File: src/hw/rtl/rid_pkg.sv
package rid_pkg;

    // width of the dividend, divisor, quotient and remainder ports
    localparam int FIELD_W = 32;

    // control that travels with each request down the pipeline
    typedef struct packed {
        logic valid;
        logic dbz;
    } ctl_t;

endpackage

File: src/hw/rtl/rid_stage.sv
module rid_stage #(
    parameter int WIDTH = 32
) (
    input  logic              clk,
    input  logic              rst_n,
    input  rid_pkg::ctl_t     ctl_in,
    input  logic [WIDTH-1:0]  rem_in,
    input  logic [WIDTH-1:0]  num_in,
    input  logic [WIDTH-1:0]  den_in,
    output rid_pkg::ctl_t     ctl_out,
    output logic [WIDTH-1:0]  rem_out,
    output logic [WIDTH-1:0]  num_out,
    output logic [WIDTH-1:0]  den_out
);
    import rid_pkg::*;

    ctl_t             ctl_reg;
    logic [WIDTH-1:0] rem_reg;
    logic [WIDTH-1:0] num_reg;
    logic [WIDTH-1:0] den_reg;

    logic [WIDTH:0]   trial;
    logic [WIDTH:0]   diff;
    logic             no_borrow;
    logic [WIDTH-1:0] rem_next;
    logic [WIDTH-1:0] num_next;

    // shift the next dividend bit into the partial remainder, keep the bit shifted out on top
    assign trial     = {rem_in, num_in[WIDTH-1]};
    assign diff      = trial - {1'b0, den_in};
    assign no_borrow = ~diff[WIDTH];

    // restore on borrow; quotient bit enters at the bottom as the dividend bits shift up
    assign rem_next = no_borrow ? diff[WIDTH-1:0] : trial[WIDTH-1:0];
    assign num_next = {num_in[WIDTH-2:0], no_borrow};

    always_ff @(posedge clk or negedge rst_n)
    begin
        if (!rst_n)
        begin
            ctl_reg <= '0;
        end
        else
        begin
            ctl_reg <= ctl_in;
        end
    end

    always_ff @(posedge clk)
    begin
        rem_reg <= rem_next;
        num_reg <= num_next;
        den_reg <= den_in;
    end

    assign ctl_out = ctl_reg;
    assign rem_out = rem_reg;
    assign num_out = num_reg;
    assign den_out = den_reg;

endmodule

File: src/hw/rtl/restoring_integer_divider.sv
// Pipelined unsigned restoring divider.
// Request: raise start with dividend and divisor; the request is taken at any
// rising edge where start is high and busy is low. busy stays low, so a new
// request can be taken in every cycle.
// Result: done is high for one cycle with quotient, remainder and
// divide_by_zero; the receiver must take it in that cycle.
// Pipeline: one input register, one stage per quotient bit, one output
// register. Throughput: one request per cycle; each stage holds one
// WIDTH+1 bit subtract and compare, so the depth of the pipeline follows WIDTH.
// Only the low WIDTH bits of dividend and divisor are used; a zero divisor
// gives divide_by_zero with zero quotient and remainder.
// Reset: rst_n clears all valid bits at once; requests in flight are dropped
// and done stays low until a new request has passed the pipeline.
// Results leave in request order and are never held back.
module restoring_integer_divider #(
    parameter int WIDTH = 32
) (
    input  logic                        clk,
    input  logic                        rst_n,
    input  logic                        start,
    output logic                        busy,
    input  logic [rid_pkg::FIELD_W-1:0] dividend,
    input  logic [rid_pkg::FIELD_W-1:0] divisor,
    output logic                        done,
    output logic [rid_pkg::FIELD_W-1:0] quotient,
    output logic [rid_pkg::FIELD_W-1:0] remainder,
    output logic                        divide_by_zero
);
    import rid_pkg::*;

    localparam int LAT = WIDTH + 2;

    logic [WIDTH+FIELD_W-1:0] num_ext;
    logic [WIDTH+FIELD_W-1:0] den_ext;
    logic [WIDTH-1:0]         num_in;
    logic [WIDTH-1:0]         den_in;

    ctl_t             in_ctl_reg;
    ctl_t             in_ctl_next;
    logic [WIDTH-1:0] in_num_reg;
    logic [WIDTH-1:0] in_den_reg;

    ctl_t             ctl_pipe [WIDTH+1];
    logic [WIDTH-1:0] rem_pipe [WIDTH+1];
    logic [WIDTH-1:0] num_pipe [WIDTH+1];
    logic [WIDTH-1:0] den_pipe [WIDTH+1];

    ctl_t                     out_ctl_reg;
    logic [WIDTH-1:0]         out_quo_reg;
    logic [WIDTH-1:0]         out_rem_reg;
    logic [WIDTH-1:0]         out_quo_next;
    logic [WIDTH-1:0]         out_rem_next;
    logic [WIDTH+FIELD_W-1:0] quo_ext;
    logic [WIDTH+FIELD_W-1:0] rem_ext;

    assign busy = 1'b0;

    // drop input bits above WIDTH, zero-extend when WIDTH is wider than the ports
    assign num_ext = {{WIDTH{1'b0}}, dividend};
    assign den_ext = {{WIDTH{1'b0}}, divisor};
    assign num_in  = num_ext[WIDTH-1:0];
    assign den_in  = den_ext[WIDTH-1:0];

    assign in_ctl_next.valid = start & ~busy;
    assign in_ctl_next.dbz   = (den_in == '0);

    always_ff @(posedge clk or negedge rst_n)
    begin
        if (!rst_n)
        begin
            in_ctl_reg <= '0;
        end
        else
        begin
            in_ctl_reg <= in_ctl_next;
        end
    end

    always_ff @(posedge clk)
    begin
        in_num_reg <= num_in;
        in_den_reg <= den_in;
    end

    assign ctl_pipe[0] = in_ctl_reg;
    assign rem_pipe[0] = '0;
    assign num_pipe[0] = in_num_reg;
    assign den_pipe[0] = in_den_reg;

    for (genvar s = 0; s < WIDTH; s++)
    begin : g_stage
        rid_stage #(
            .WIDTH (WIDTH)
        ) u_stage (
            .clk     (clk),
            .rst_n   (rst_n),
            .ctl_in  (ctl_pipe[s]),
            .rem_in  (rem_pipe[s]),
            .num_in  (num_pipe[s]),
            .den_in  (den_pipe[s]),
            .ctl_out (ctl_pipe[s+1]),
            .rem_out (rem_pipe[s+1]),
            .num_out (num_pipe[s+1]),
            .den_out (den_pipe[s+1])
        );
    end

    // force zero results on a zero divisor
    assign out_quo_next = ctl_pipe[WIDTH].dbz ? '0 : num_pipe[WIDTH];
    assign out_rem_next = ctl_pipe[WIDTH].dbz ? '0 : rem_pipe[WIDTH];

    always_ff @(posedge clk or negedge rst_n)
    begin
        if (!rst_n)
        begin
            out_ctl_reg <= '0;
        end
        else
        begin
            out_ctl_reg <= ctl_pipe[WIDTH];
        end
    end

    always_ff @(posedge clk)
    begin
        out_quo_reg <= out_quo_next;
        out_rem_reg <= out_rem_next;
    end

    assign quo_ext = {{FIELD_W{1'b0}}, out_quo_reg};
    assign rem_ext = {{FIELD_W{1'b0}}, out_rem_reg};

    assign done           = out_ctl_reg.valid;
    assign quotient       = quo_ext[FIELD_W-1:0];
    assign remainder      = rem_ext[FIELD_W-1:0];
    assign divide_by_zero = out_ctl_reg.dbz;

    a_done_follows_start: assert property (
        @(posedge clk) disable iff (!rst_n)
        done |-> $past(start, LAT)
    ) else $error("result without a request LAT cycles earlier");

    a_dbz_zero_results: assert property (
        @(posedge clk) disable iff (!rst_n)
        (done && divide_by_zero) |-> (quotient == '0 && remainder == '0)
    ) else $error("nonzero result on divide by zero");

    a_rem_below_divisor: assert property (
        @(posedge clk) disable iff (!rst_n)
        (done && !divide_by_zero) |-> (remainder < $past(divisor, LAT))
    ) else $error("remainder not below divisor");

    a_dbz_only_on_zero: assert property (
        @(posedge clk) disable iff (!rst_n)
        (done && divide_by_zero) |-> ($past(den_in, LAT) == '0)
    ) else $error("divide by zero flagged on nonzero divisor");

endmodule

File: config.mk
export PLATFORM = sky130hd
export DESIGN_NAME = restoring_integer_divider
export DESIGN_NICKNAME = d
export VERILOG_FILES = /design/src/hw/rtl/rid_pkg.sv /design/src/hw/rtl/rid_stage.sv /design/src/hw/rtl/restoring_integer_divider.sv
export SDC_FILE = /design/constraint.sdc
export NUM_CORES = 2
export LEC_CHECK = 0
export BUFFER_PORTS_ARGS = -buffer_cell sky130_fd_sc_hd__buf_2
export CAP_MARGIN = 20
export CORE_AREA = 2 2 606 728
export CTS_BUF_LIST = sky130_fd_sc_hd__clkbuf_8
export DETAILED_ROUTE_END_ITERATION = 8
export DIE_AREA = 0 0 608 730
export GPL_TIMING_DRIVEN = 0
export PLACE_DENSITY_LB_ADDON = 0.2
export SYNTH_ARGS = -nofsm -noshare
export SYNTH_HDL_FRONTEND = slang
export SYNTH_SLANG_ARGS = --single-unit
File: constraint.sdc
create_clock -name clk -period 5.1 [get_ports clk]
set_clock_uncertainty 0.2 [all_clocks]
set_input_delay 1.02 -clock clk [delete_from_list [all_inputs] [get_ports clk]]
set_output_delay 1.02 -clock clk [all_outputs]
set_load 0.01 [all_outputs]
[After elaboration in Yosys (flattened, before gate mapping)]
Index checks and enable logic that the tools add are counted.
Operators by class
  add/sub/neg operators: 32
  muxes and demuxes: 32
  bitwise gates (word level): 32
  reductions and logical operators: 1
Operators by type and width (number)
  $sub 33x32->33: 31
  $mux 32: 31
  $sub 1x32->33: 1
  $logic_not 32->1: 1
  $not 1->1: 32
  $mux 1: 1
Word-level totals
  register bits after elaboration: 3236
  input port bits: 67
  output and inout bits: 67
  word-level logic and storage cells: 265

[Depth between registers and ports, before layout]
  depth after elaboration: 2
  mapped depth: 15
  gate-level depth less buffers: 14

[By module]
Synthesis repeated with hierarchy kept, for this count alone.
Unflattened totals
  cell total of the unflattened synthesis: 13158
  area, all modules: 141483.2 µm²
Modules (own cells, without submodules)
  rid_stage at g_stage[13].u_stage ...: times used 25, cells each 403, area each 4330.4 µm², seq. area each 1971.9 µm²
  rid_stage at g_stage[10].u_stage ...: times used 2, cells each 403, area each 4335.4 µm², seq. area each 1971.9 µm²
  rid_stage at g_stage[31].u_stage ...: times used 2, cells each 403, area each 4160.2 µm², seq. area each 1971.9 µm²
  rid_stage at g_stage[21].u_stage: times used 1, cells each 442, area each 4483.0 µm², seq. area each 1971.9 µm²
  rid_stage at g_stage[12].u_stage: times used 1, cells each 407, area each 4289.1 µm², seq. area each 1971.9 µm²
  rid_stage at g_stage[0].u_stage: times used 1, cells each 406, area each 4277.9 µm², seq. area each 1971.9 µm²
  restoring_integer_divider: times used 1, cells each 216, area each 3181.8 µm², seq. area each 2662.6 µm²

[Worst setup path after synthesis]
No wires, ideal clock.
  kind: register -> register
  start point: register g_stage[17].u_stage.num_reg[31]
  end point: register g_stage[18].u_stage.rem_reg[10]
  setup time: 0.121 ns
  arrival: 3.391 ns
  required time: 4.779 ns
  setup slack: 1.389 ns
  cell stages (with the launch flop): 15
  buffers on the path: 1
  clock period less this slack: 3.711 ns
  path through: dfxtp_1 inv_1 ha_1 fa_1 nand2b_1 a211oi_1 o21ai_1 o31a_1 o21bai_1 a2111oi_0 o41ai_1 a21oi_1 xnor2_1 buf_2 mux2_2
Between the ends
  cells in the longest elaborated chain, start to end: 2
Ends and longest elaborated chain
  start, declared: line rid_stage.sv:19  | logic [WIDTH-1:0] num_reg;
  start signal, assigned: line rid_stage.sv:52  | num_reg <= num_next;
  $sub 33x32->33: line rid_stage.sv:30  | assign diff = trial - {1'b0, den_in};
  $mux 32: line rid_stage.sv:34  | assign rem_next = no_borrow ? diff[WIDTH-1:0] : trial[WIDTH-1:0];
  named net g_stage[18].u_stage.rem_next[10]: line rid_stage.sv:25  | logic [WIDTH-1:0] rem_next;
  end signal, assigned: line rid_stage.sv:51  | rem_reg <= rem_next;
  end, declared: line rid_stage.sv:18  | logic [WIDTH-1:0] rem_reg;
The timed path passes the listed nets, and every way through them passes these cells.
A chain may end at the register's enable or synchronous reset.

[Worst setup path in the final report]
  start point: register g_stage[2].u_stage.num_reg[31]
  end point: register g_stage[3].u_stage.rem_reg[5]
Between the ends
  cells in the longest elaborated chain, start to end: 2
Ends and longest elaborated chain (line)
  start, declared: rid_stage.sv:19
  start signal, assigned: rid_stage.sv:52
  $sub 33x32->33: rid_stage.sv:30
  $mux 32: rid_stage.sv:34
  named net g_stage[3].u_stage.rem_next[5]: rid_stage.sv:25
  end signal, assigned: rid_stage.sv:51
  end, declared: rid_stage.sv:18
The timed path passes the listed nets, and every way through them passes these cells.

==> impl_metrics.toml <==
[die]
core_mm2 = 0.437
start_util_pct = 29.9
rows = 266
die_area_mm2 = 0.444
io_pins = 134
dieWidth_um = 608
die_h_um = 730

[routing]
vias_per_cell = 4.57
finalWirelength_um = 321000
drt_iter0_markers = 3963
vias = 89800
wl_met3_um = 10800
dr.pass1.iters = 6
drc = 0
drtAntennaViolNets = 0
wl_met2_um = 173000
post_drt_wl_per_cell_um = 16.3
wl_met1_um = 121000
topRoutingLayerUsed = "met4"

[timing]
finalSetupViolCount = 0
rsz0062_at_grt = "no"
slew_headroom_pct = 24.8
slew_viol_final = 0
tightest_slew_ns = 1.11
fmax_mhz = 206
finalHoldViolCount = 0
whs_ns = 0.0431
period_needed_ns = 4.86
setup_tns_ns = 0
finalCritPeriodShare_pct = 95.4
finalWorstSetupSlack_ns = 0.235

[critical_path]
crit_required_ns = 5.90
crit_path_end_kind = "flop"
cp_slowest_cell = "inv_1"
arrival_ns = 5.66
cp_top_family = "compound AO/OA/AOI/OAI gates"
path_cells = "inv_1 -> ha_1 -> fa_1 -> nor2b_1 -> o31a_1 -> o22a_1 -> a41o_1 -> a21oi_1 -> a2111o_1 -> a2111o_1 -> o211a_1 -> buf_2 -> inv_1 -> mux2_2"
cp_max_fo = 10
cp_num_buf_inv = 3
critPathKind = "reg2reg"
start_kind = "flop"
worst_path_largest_cell_delay_ns = 0.61

[clocking]
htree_levels = 6
cts_made_buffers = 548
clk_path_buf_depth = 4
cts_tree = "built"
path_clk_slew_ns = 0.06
clk_latency_ns = 1.18
clockRootBuffer = "clkbuf_8"
cts_num_sinks = 3236

[global_route]
grt_overflow = 0
grt_max_degree = 69
grt_usage_pct = 14.0
grt_pass1_vias = 91900
grt_pass1_wl_um = 499000
grt_antenna_before_repair = 8

[yosys]
synth_enable_flop_cells = 0
synth_top_area_share_pct = 48.5
synth_common_cells = "dfxtp_1, inv_1, ha_1"
ys.flop_type = "dfxtp_1"
syn_area_mm2 = 0.131
synth_cell_type_count = 101
synth_most_common_cell = "dfxtp_1"
yosys-top-cells-area = "dfxtp_1, ha_1, mux2_2"
ys_ff_latch = 3236
yosysTopAreaCell = "dfxtp_1"
yosysSeqAreaShare_pct = 49.8
async_reset_ff_share_pct = 2.10
syn_inst = 12700
syn_area_per_cell_um2 = 10.3
ys_warn_count = 0

[cells_and_area]
stdcell_area_mm2 = 0.151
multiInputGateArea_mm2 = 0.0599
final-seq-area_mm2 = 0.0651
syn2layout_area_growth_pct = 15.7
final_layout_size_suffix_gt1_share_pct = 12.1
final_cells = 19600
final_core_util_pct = 34.6
fillers = 44600
nets = 14500

[worst_hold_path]
hold_path.class = "reg2reg"

[job]
max-cap-violations = 0

[placed_design]
place_ws_ns = -0.330
placed_area_mm2 = 0.139
place_congestion = 0.865
dpl.cell_count = 18600
hpwl_um = 251000
io_buffers = 132

[power_and_ir_drop]
p_leak_nw = 68.4
powerDensity_mw_per_mm2 = 760
ir_worst_vdd_mv = 0.306
finalPower_mw = 115

[run_status]
outcome = "completed"
where the power goes:
part | total, mW | internal, mW | switching (mW) | leakage, nW
clock network | 23.9 | 13.3 | 10.6 | 6.50
registers | 36.8 | 33.0 | 3.74 | 27.6
logic | 54.2 | 24.3 | 29.9 | 34.4
layout by cell type, fill, tap and decap left out, types with 32 or more instances in the layout:
cell type	n
o31ai_1	75
mux2_1	190
a21oi_1	823
ha_1	994
a21o_1	403
mux2_2	541
inv_1	1383
clkinv_2	53
clkbuf_1	215
buf_2	181
nand4_1	115
o21bai_1	92
dfxtp_1	3166
a211oi_1	87
nor4_1	40
nor2b_1	203
clkbuf_8	668
o211ai_1	55
a21boi_0	43
or2_2	32
nand2_1	654
a31oi_1	110
a211o_1	36
o21ai_0	650
nand3_1	181
o31a_1	55
dfrtp_1	68
nand2b_1	104
or3_1	42
o21a_1	210
xnor2_1	522
dlygate4sd3_1	66
mux2i_1	80
and3_1	74
xor2_1	275
nor2_1	534
nor3_1	120
layout make-up:
cell class | instances | area share (%)
diodes | 11 | 0.0182
plain buffers | 299 | 0.830
inverters | 1228 | 3.05
flip-flops and latches | 3236 | 43.1
clock inverters | 291 | 1.52
well taps | 5762 | 4.77
clock buffers | 668 | 6.08
multi-input cells | 7925 | 39.6
repair buffers | 215 | 0.994
worst reg2reg max path: cells and delay by family, from the launching register on:
kind            cells  cell delay [ns]
compound gates      7             1.94
buf+inv             3             0.94
fa+ha+maj           2             0.62
flops               1             0.46
mux                 1             0.41
simple gates        1             0.18
cell families after synthesis:
| logic type | synth area share [%] |
|---|---|
| xor gates and xnor gates | 5.42 |
| and+or+nand+nor | 8.36 |
| buffers and inverters | 4.48 |
| DFF | 49.8 |
| AOI/OAI and AO/OA | 15.0 |
| muxes | 6.91 |
| other | 0.00287 |
| adders and majority gates | 10.0 |
final timing paths:
path | start | end | slack (ns) | cells past startpoint
setup / recovery | g_stage[2].u_stage.num_out[31]$_DFF_P_ | g_stage[3].u_stage.rem_out[5]$_DFF_P_ | 0.24 | 14
hold / removal | g_stage[24].u_stage.den_out[21]$_DFF_P_ | g_stage[25].u_stage.den_out[21]$_DFF_P_ | 0.04 | 0
setup reg to reg | g_stage[2].u_stage.num_out[31]$_DFF_P_ | g_stage[3].u_stage.rem_out[5]$_DFF_P_ | 0.24 | 14
hold reg to reg | g_stage[24].u_stage.den_out[21]$_DFF_P_ | g_stage[25].u_stage.den_out[21]$_DFF_P_ | 0.04 | 0
max in group asynchronous | rst_n | g_stage[31].u_stage.ctl_out[0]$_DFF_PN0_ | 3.79 | 2
min in group asynchronous | rst_n | ctl_pipe[64]$_DFF_PN0_ | 0.31 | 2
per-layer routing:
layer  global-route usage, %  up-vias
li1                        -    45600
met2                    27.8     1475
met3                    2.08      740
met5                       0        -
met1                    14.1    41900
met4                    6.93        0
repair_timing:
action,CTS,global route
hold endpoints to repair,134,0
setup endpoints to repair,130,80
resized for setup,15,20
cloned,0,0
setup buffers,0,5
pin swaps,0,1
hold buffers,66,0
No activity file was read; power rests on OpenSTA's default activity.
